**src/iord_pkg.sv**
```systemverilog
package iord_pkg;

    // decoded address space: 128 KB mirror split into 8 KB regions
    localparam int MIRROR_BITS = 17;
    localparam int REGION_BITS = 13;
    localparam int REGION_SEL_BITS = MIRROR_BITS - REGION_BITS;

    localparam logic [MIRROR_BITS-1:0] TIMER1_BASE  = 17'h00000;
    localparam logic [MIRROR_BITS-1:0] TIMER2_BASE  = 17'h02000;
    localparam logic [MIRROR_BITS-1:0] SERIAL_BASE  = 17'h04000;
    localparam logic [MIRROR_BITS-1:0] PDMA_BASE    = 17'h06000;
    localparam logic [MIRROR_BITS-1:0] DISKREG_BASE = 17'h10000;
    localparam logic [MIRROR_BITS-1:0] BLIND_BASE   = 17'h12000;
    localparam logic [MIRROR_BITS-1:0] SOUND_BASE   = 17'h14000;
    localparam logic [MIRROR_BITS-1:0] FLOPPY_BASE  = 17'h16000;

    // region select codes taken from the top address bits
    localparam logic [REGION_SEL_BITS-1:0] RGN_TIMER1  = TIMER1_BASE[MIRROR_BITS-1:REGION_BITS];
    localparam logic [REGION_SEL_BITS-1:0] RGN_TIMER2  = TIMER2_BASE[MIRROR_BITS-1:REGION_BITS];
    localparam logic [REGION_SEL_BITS-1:0] RGN_SERIAL  = SERIAL_BASE[MIRROR_BITS-1:REGION_BITS];
    localparam logic [REGION_SEL_BITS-1:0] RGN_PDMA    = PDMA_BASE[MIRROR_BITS-1:REGION_BITS];
    localparam logic [REGION_SEL_BITS-1:0] RGN_DISKREG = DISKREG_BASE[MIRROR_BITS-1:REGION_BITS];
    localparam logic [REGION_SEL_BITS-1:0] RGN_BLIND   = BLIND_BASE[MIRROR_BITS-1:REGION_BITS];
    localparam logic [REGION_SEL_BITS-1:0] RGN_SOUND   = SOUND_BASE[MIRROR_BITS-1:REGION_BITS];
    localparam logic [REGION_SEL_BITS-1:0] RGN_FLOPPY  = FLOPPY_BASE[MIRROR_BITS-1:REGION_BITS];

    localparam logic [REGION_BITS-1:0] PDMA_RD_REG = 13'h000;
    localparam logic [REGION_BITS-1:0] PDMA_WR_REG = 13'h201;

    localparam int PEN_BITS = 5;
    localparam logic [PEN_BITS-1:0] TIMER_PENALTY     = 5'd16;
    localparam logic [PEN_BITS-1:0] OTHER_PENALTY     = 5'd2;
    localparam logic [PEN_BITS-1:0] LONG_PDMA_PENALTY = 5'd8;
    localparam logic [PEN_BITS-1:0] NO_PENALTY        = 5'd0;

    // access size codes
    localparam logic [1:0] SIZE_BYTE = 2'd0;
    localparam logic [1:0] SIZE_WORD = 2'd1;
    localparam logic [1:0] SIZE_LONG = 2'd2;

    typedef enum logic [2:0] {
        DEV_TIMER1 = 3'd0,
        DEV_TIMER2 = 3'd1,
        DEV_SERIAL = 3'd2,
        DEV_DISK   = 3'd3,
        DEV_SOUND  = 3'd4,
        DEV_FLOPPY = 3'd5,
        DEV_NONE   = 3'd6
    } t_dev;

    typedef struct packed {
        t_dev                  dev;
        logic [REGION_BITS-1:0] roff;
        logic [PEN_BITS-1:0]    pen;
    } t_byte_dec;

    // pseudo-dma data regions
    function automatic logic is_pdma(input logic [MIRROR_BITS-1:0] off);
        logic [REGION_SEL_BITS-1:0] rgn;
        rgn = off[MIRROR_BITS-1:REGION_BITS];
        return (rgn == RGN_PDMA) || (rgn == RGN_BLIND);
    endfunction

endpackage

```
**src/io_region_access_decoder.sv**
```systemverilog
// Splits each bus access into byte beats, most significant byte first, and
// decodes every byte to a device select, register offset and wait penalty.
// One byte beat leaves per cycle through the result register unless i_ready
// stalls it; the rate is set by the byte sequencer, which an access holds
// for one beat per byte (byte, word, longword). An accepted access is held
// in the access register and each beat is then loaded into the result
// register; the next access is taken in the cycle its predecessor's last
// beat is loaded, so back-to-back accesses leave no gap on the result side.
module io_region_access_decoder (
    input  logic        i_clk,
    input  logic        i_rst_n,
    // access channel
    input  logic        i_valid,
    output logic        o_ready,
    input  logic        i_opcode,
    input  logic [1:0]  i_access_size,
    input  logic [31:0] i_bus_address,
    input  logic [31:0] i_write_data,
    // byte beat channel
    output logic        o_valid,
    input  logic        i_ready,
    output logic [2:0]  o_device_select,
    output logic [12:0] o_register_offset,
    output logic        o_is_write,
    output logic [7:0]  o_byte_value,
    output logic [1:0]  o_byte_lane,
    output logic [4:0]  o_penalty_cycles,
    output logic        o_last_access
);

    // access register
    logic                             r_act_valid, n_act_valid;
    logic [1:0]                       r_lane, n_lane;
    logic                             r_wr;
    logic [1:0]                       r_size;
    logic [iord_pkg::MIRROR_BITS-1:0] r_addr;
    logic [31:0]                      r_data;

    // result register
    logic                             r_out_valid, n_out_valid;
    iord_pkg::t_byte_dec              r_dec;
    logic                             r_out_wr;
    logic [7:0]                       r_out_byte;
    logic [1:0]                       r_out_lane;
    logic                             r_out_last;

    logic                             out_free;
    logic                             emit;
    logic                             take;
    logic [1:0]                       last_lane;
    logic                             is_last;
    logic [1:0]                       shift_sel;
    logic [iord_pkg::MIRROR_BITS-1:0] byte_off;
    logic                             long_pdma;
    iord_pkg::t_byte_dec              raw_dec;
    iord_pkg::t_byte_dec              byte_dec;
    logic [7:0]                       byte_val;

    // handshake
    assign out_free = !r_out_valid || i_ready;
    assign emit     = r_act_valid && out_free;
    assign is_last  = (r_lane == last_lane);
    assign o_ready  = !r_act_valid || (emit && is_last);
    assign take     = i_valid && o_ready;

    // byte lane bookkeeping, size code 3 counts as longword
    assign last_lane = r_size[1] ? 2'd3 : (r_size[0] ? 2'd1 : 2'd0);
    assign shift_sel = last_lane - r_lane;
    assign byte_val  = r_wr ? r_data[{shift_sel, 3'b000} +: 8] : 8'd0;

    // per-byte address inside the mirror
    assign byte_off  = r_addr + {{(iord_pkg::MIRROR_BITS-2){1'b0}}, r_lane};
    assign long_pdma = r_size[1] && iord_pkg::is_pdma(r_addr);

    iord_decode u_decode (
        .i_offset (byte_off),
        .i_wr     (r_wr),
        .o_dec    (raw_dec)
    );

    // longword pseudo-dma goes wholly to the data register
    always_comb begin
        byte_dec = raw_dec;
        if (long_pdma) begin
            byte_dec.dev  = iord_pkg::DEV_DISK;
            byte_dec.roff = r_wr ? iord_pkg::PDMA_WR_REG : iord_pkg::PDMA_RD_REG;
            byte_dec.pen  = (r_lane == 2'd0) ? iord_pkg::LONG_PDMA_PENALTY
                                             : iord_pkg::NO_PENALTY;
        end
    end

    // next state of the sequencer and result valid
    always_comb begin
        n_act_valid = r_act_valid;
        n_lane      = r_lane;
        priority if (take) begin
            n_act_valid = 1'b1;
            n_lane      = 2'd0;
        end else if (emit && is_last) begin
            n_act_valid = 1'b0;
        end else if (emit) begin
            n_lane      = r_lane + 2'd1;
        end else begin
            n_lane      = r_lane;
        end
        n_out_valid = emit ? 1'b1 : (i_ready ? 1'b0 : r_out_valid);
    end

    always_ff @(posedge i_clk) begin
        if (!i_rst_n) begin
            r_act_valid <= 1'b0;
            r_lane      <= 2'd0;
            r_out_valid <= 1'b0;
        end else begin
            r_act_valid <= n_act_valid;
            r_lane      <= n_lane;
            r_out_valid <= n_out_valid;
        end
    end

    // payload capture
    always_ff @(posedge i_clk) begin
        if (take) begin
            r_wr   <= i_opcode;
            r_size <= i_access_size;
            r_addr <= i_bus_address[iord_pkg::MIRROR_BITS-1:0];
            r_data <= i_write_data;
        end
        if (emit) begin
            r_dec      <= byte_dec;
            r_out_wr   <= r_wr;
            r_out_byte <= byte_val;
            r_out_lane <= r_lane;
            r_out_last <= is_last;
        end
    end

    assign o_valid           = r_out_valid;
    assign o_device_select   = r_dec.dev;
    assign o_register_offset = r_dec.roff;
    assign o_is_write        = r_out_wr;
    assign o_byte_value      = r_out_byte;
    assign o_byte_lane       = r_out_lane;
    assign o_penalty_cycles  = r_dec.pen;
    assign o_last_access     = r_out_last;

endmodule

```
**src/iord_decode.sv**
```systemverilog
module iord_decode (
    input  logic [iord_pkg::MIRROR_BITS-1:0] i_offset,
    input  logic                             i_wr,
    output iord_pkg::t_byte_dec              o_dec
);

    logic [iord_pkg::REGION_SEL_BITS-1:0] rgn;
    logic [iord_pkg::REGION_BITS-1:0]     low;
    logic [iord_pkg::REGION_BITS-1:0]     pdma_reg;

    assign rgn      = i_offset[iord_pkg::MIRROR_BITS-1:iord_pkg::REGION_BITS];
    assign low      = i_offset[iord_pkg::REGION_BITS-1:0];
    assign pdma_reg = i_wr ? iord_pkg::PDMA_WR_REG : iord_pkg::PDMA_RD_REG;

    // region lookup, offset is the position inside the 8 KB region (timers halfword aligned, pseudo-dma fixed)
    always_comb begin
        o_dec.dev  = iord_pkg::DEV_NONE;
        o_dec.roff = '0;
        o_dec.pen  = iord_pkg::NO_PENALTY;
        unique case (rgn)
            iord_pkg::RGN_TIMER1: begin
                o_dec.dev  = iord_pkg::DEV_TIMER1;
                o_dec.roff = {low[iord_pkg::REGION_BITS-1:1], 1'b0};
                o_dec.pen  = iord_pkg::TIMER_PENALTY;
            end
            iord_pkg::RGN_TIMER2: begin
                o_dec.dev  = iord_pkg::DEV_TIMER2;
                o_dec.roff = {low[iord_pkg::REGION_BITS-1:1], 1'b0};
                o_dec.pen  = iord_pkg::TIMER_PENALTY;
            end
            iord_pkg::RGN_SERIAL: begin
                o_dec.dev  = iord_pkg::DEV_SERIAL;
                o_dec.roff = low;
                o_dec.pen  = iord_pkg::OTHER_PENALTY;
            end
            iord_pkg::RGN_PDMA, iord_pkg::RGN_BLIND: begin
                o_dec.dev  = iord_pkg::DEV_DISK;
                o_dec.roff = pdma_reg;
                o_dec.pen  = iord_pkg::OTHER_PENALTY;
            end
            iord_pkg::RGN_DISKREG: begin
                o_dec.dev  = iord_pkg::DEV_DISK;
                o_dec.roff = low;
                o_dec.pen  = iord_pkg::OTHER_PENALTY;
            end
            iord_pkg::RGN_SOUND: begin
                o_dec.dev  = iord_pkg::DEV_SOUND;
                o_dec.roff = low;
                o_dec.pen  = iord_pkg::OTHER_PENALTY;
            end
            iord_pkg::RGN_FLOPPY: begin
                o_dec.dev  = iord_pkg::DEV_FLOPPY;
                o_dec.roff = low;
                o_dec.pen  = iord_pkg::OTHER_PENALTY;
            end
            default: begin
                o_dec.dev  = iord_pkg::DEV_NONE;
                o_dec.roff = '0;
                o_dec.pen  = iord_pkg::NO_PENALTY;
            end
        endcase
    end

endmodule

```
**config.mk**
```make
export PLATFORM = sky130hd
export DESIGN_NAME = io_region_access_decoder
export DESIGN_NICKNAME = d
export VERILOG_FILES = /design/src/iord_pkg.sv /design/src/io_region_access_decoder.sv /design/src/iord_decode.sv
export SDC_FILE = /design/constraint.sdc
export NUM_CORES = 1
export LEC_CHECK = 0
export BUFFER_PORTS_ARGS = -buffer_cell sky130_fd_sc_hd__buf_2
export CAP_MARGIN = 20
export CORE_MARGIN = 2
export CORE_UTILIZATION = 55
export DETAILED_ROUTE_END_ITERATION = 12
export PLACE_DENSITY_LB_ADDON = 0.3
export REMOVE_ABC_BUFFERS = 1
export SLEW_MARGIN = 20
export SYNTH_ARGS = -nofsm -noshare
export SYNTH_HDL_FRONTEND = slang
export SYNTH_SLANG_ARGS = --single-unit
```
**constraint.sdc**
```tcl
create_clock -name i_clk -period 9.88 [get_ports i_clk]
set_clock_uncertainty 0.2 [all_clocks]
set_input_delay 0.494 -clock i_clk [delete_from_list [all_inputs] [get_ports i_clk]]
set_output_delay 0.494 -clock i_clk [all_outputs]
set_load 0.005 [all_outputs]
```
==> metrics.yaml <==
finalCriticalPeriod_ns: 3.26
yosysUniqueCellTypes: 51
hold_depth: 1
start_kind: "register"
via_per_inst: 5.07
synth_top_area_share_pct: 67.9
rows: 29
synth-edff-count: 83
path_clk_slew_ns: 0.09
timing.final.ws_setup_ns: 6.62
drv_cap: 0
outcome: "completed"
peakVddDrop_mv: 0.115
slowest_stage: "o21bai_4"
placed_area_mm2: 0.00417
cp-end-kind: "register"
ys_top_cells_by_count: "edfxtp_1, and2_1, nor2_4, xnor2_1, xor2_1"
p_leak_nw: 1.68
gp_congestion: 0.787
pre_cts_ws_ns: 6.61
yosys_warnings: 0
die_w_um: 85.7
cts_resized: 0
final.setup.tns_ns: 0
arrival_ns: 3.14
grt_pass1_vias: 1960
min_from: "i_write_data[10]"
synth_cells: 210
cts.sinks: 87
setup_viol_count_final: 0
cts_tree: "yes"
reg2reg_depth: 8
r2r-start: "r_lane[0]$_SDFFE_PP0P_"
grt_max_degree: 54
drtIter0Drc: 121
fin_nets: 381
multi_input_area_mm2: 0.00102
nFillCells: 445
ys_async_sr_fraction_pct: 0
synthTopCellsByArea: "edfxtp_1, mux4_2, nor2_4"
ys_dominant_reg_cell: "edfxtp_1"
drtPass1Iterations: 4
hold_viol_final: 0
regArea_mm2: 0.00257
fp.dieArea_mm2: 0.00734
synth_seq_cells: 87
path_cells: "ha_1 -> fa_1 -> and4_1 -> and4bb_1 -> mux2i_4 -> xnor2_2 -> o21bai_4 -> o2bb2ai_1"
cts_setup_buffers: 0
max_stage_delay_ns: 0.57
drc: 0
postCtsHoldBufs: 0
cts_root_buf: "clkbuf_8"
cts.path.max_buffers: 2
holdPathEnd: "r_data[10]$_DFFE_PP_"
ios: 106
dr_total_vias: 1964
cp.buffers_inverters: 0
start_util_pct: 57.5
crit_cells: 8
grt_usage_pct: 17.5
power_density_mw_per_mm2: 175
drv_slew: 0
synth_area_leader_cell: "edfxtp_1"
postLayoutCellArea_mm2: 0.00436
cp-startpoint: "r_lane[0]$_SDFFE_PP0P_"
io_buffers: 88
grt_first_pass_wirelength_mm: 9.46
syn_area_mm2: 0.00367
post_drt_wl_per_cell_um: 15.0
avgSynthCellArea_um2: 17.5
path_class: "register to register"
grt_overflow_total: 0
max_clock_freq_ghz: 0.307
antenna_found_initial: 0
finalCritPeriodShare_pct: 33.0
synth_most_common_cell: "edfxtp_1"
antennaDiodeCount: 0
htree_levels: 3
wl_mm: 5.82
max-slew-margin-rel_pct: 54.0
clock_latency_ns: 0.35
die_h_um: 85.7
yosysSeqAreaShare_pct: 70.1
syn_to_final_growth_pct: 18.9
crit_fanout: 12
drt.antenna.violating_nets: 0
numCtsBuffers: 9
required_ns: 9.76
cp_top_family: "compound AO/OA/AOI/OAI gates"
reg2reg_slack_ns: 6.62
r2r_end: "o_register_offset[9]$_DFFE_PP_"
tightestPinTransition_ns: 0.688
detailed_place_hpwl_mm: 4.11
worstHoldPathType: "input pin to register"
coreArea_mm2: 0.00639
rsz0062_at_grt: "no"
layout-drive-gt1-share_pct: 42.3
power_uw: 765
-- layer usage --
layer,vias to the layer above,part of all wire (%),track usage [%]
met5,-,0,0
met4,0,2.0,7.79
met3,10,4.3,3.75
met2,54,50,28.7
met1,925,43,22.6
li1,975,-,-
-- report_power, final --
| part | leakage (nW) | switching, mW | internal (mW) |
|---|---|---|---|
| registers | 0.831 | 0.0114 | 0.435 |
| logic | 0.748 | 0.0394 | 0.0383 |
| clock network | 0.0992 | 0.124 | 0.117 |
-- worst max-delay path by stage --
stage               slack [ns]                             end
floorplan                 6.73             r_addr[0]$_DFFE_PP_
global placement          6.66  o_register_offset[9]$_DFFE_PP_
detailed placement        6.61  o_register_offset[9]$_DFFE_PP_
CTS                       6.60  o_register_offset[9]$_DFFE_PP_
global route              6.43  o_register_offset[9]$_DFFE_PP_
finish                    6.62  o_register_offset[9]$_DFFE_PP_
-- registers in the layout, summed over array words and instances, names as in the netlist --
register,cells
o_valid,1
o_byte_value,8
r_lane,2
o_last_access,1
o_is_write,1
o_device_select,3
r_size,2
o_byte_lane,2
r_act_valid,1
r_data,32
o_register_offset,13
o_penalty_cycles,3
r_addr,17
r_wr,1
-- logic make-up after synthesis --
group	after synthesis	synth area share [%]
other	1	0.102
DFF	87	70.1
buffers and inverters	14	2.42
and+or+nand+nor	60	11.5
muxes	10	6.00
AOI/OAI and AO/OA	13	2.80
xor gates and xnor gates	20	5.18
adders and majority gates	5	1.91
-- area by class of cell --
class / instances / area share (%)
sequential: 87 / 58.9
multi-input combinational: 110 / 23.3
timing repair buffer: 90 / 10.4
clock buffer: 9 / 2.84
tap: 77 / 2.21
clock inverter: 7 / 1.69
inverter: 7 / 0.602
-- placed cells by master (no fill, tap or decap), drive strengths merged, types with 2 or more instances in the layout --
cell,n
buf,90
edfxtp,83
nor2,18
and2,11
xnor2,10
xor2,10
clkbuf,9
mux4,8
inv,7
nand2,6
nand3,5
clkinv,5
ha,4
dfxtp,4
a21oi,3
nor2b,3
and3,3
and4,2
nand2b,2
conb,2
nand4,2
mux2i,2
-- per-stage QoR --
stage / util, % / std cells / hold slack, ns
3_5_place_dp: 65.2 / 371 / 0.269
6_report: 68.3 / 387 / 0.111
4_1_cts: 68.3 / 387 / 0.0940
5_1_grt: 68.3 / 387 / 0.0846
2_1_floorplan: - / 204 / 0.248
3_3_place_gp: 65.2 / 371 / 0.257
Power figures use the tool's default switching activity.
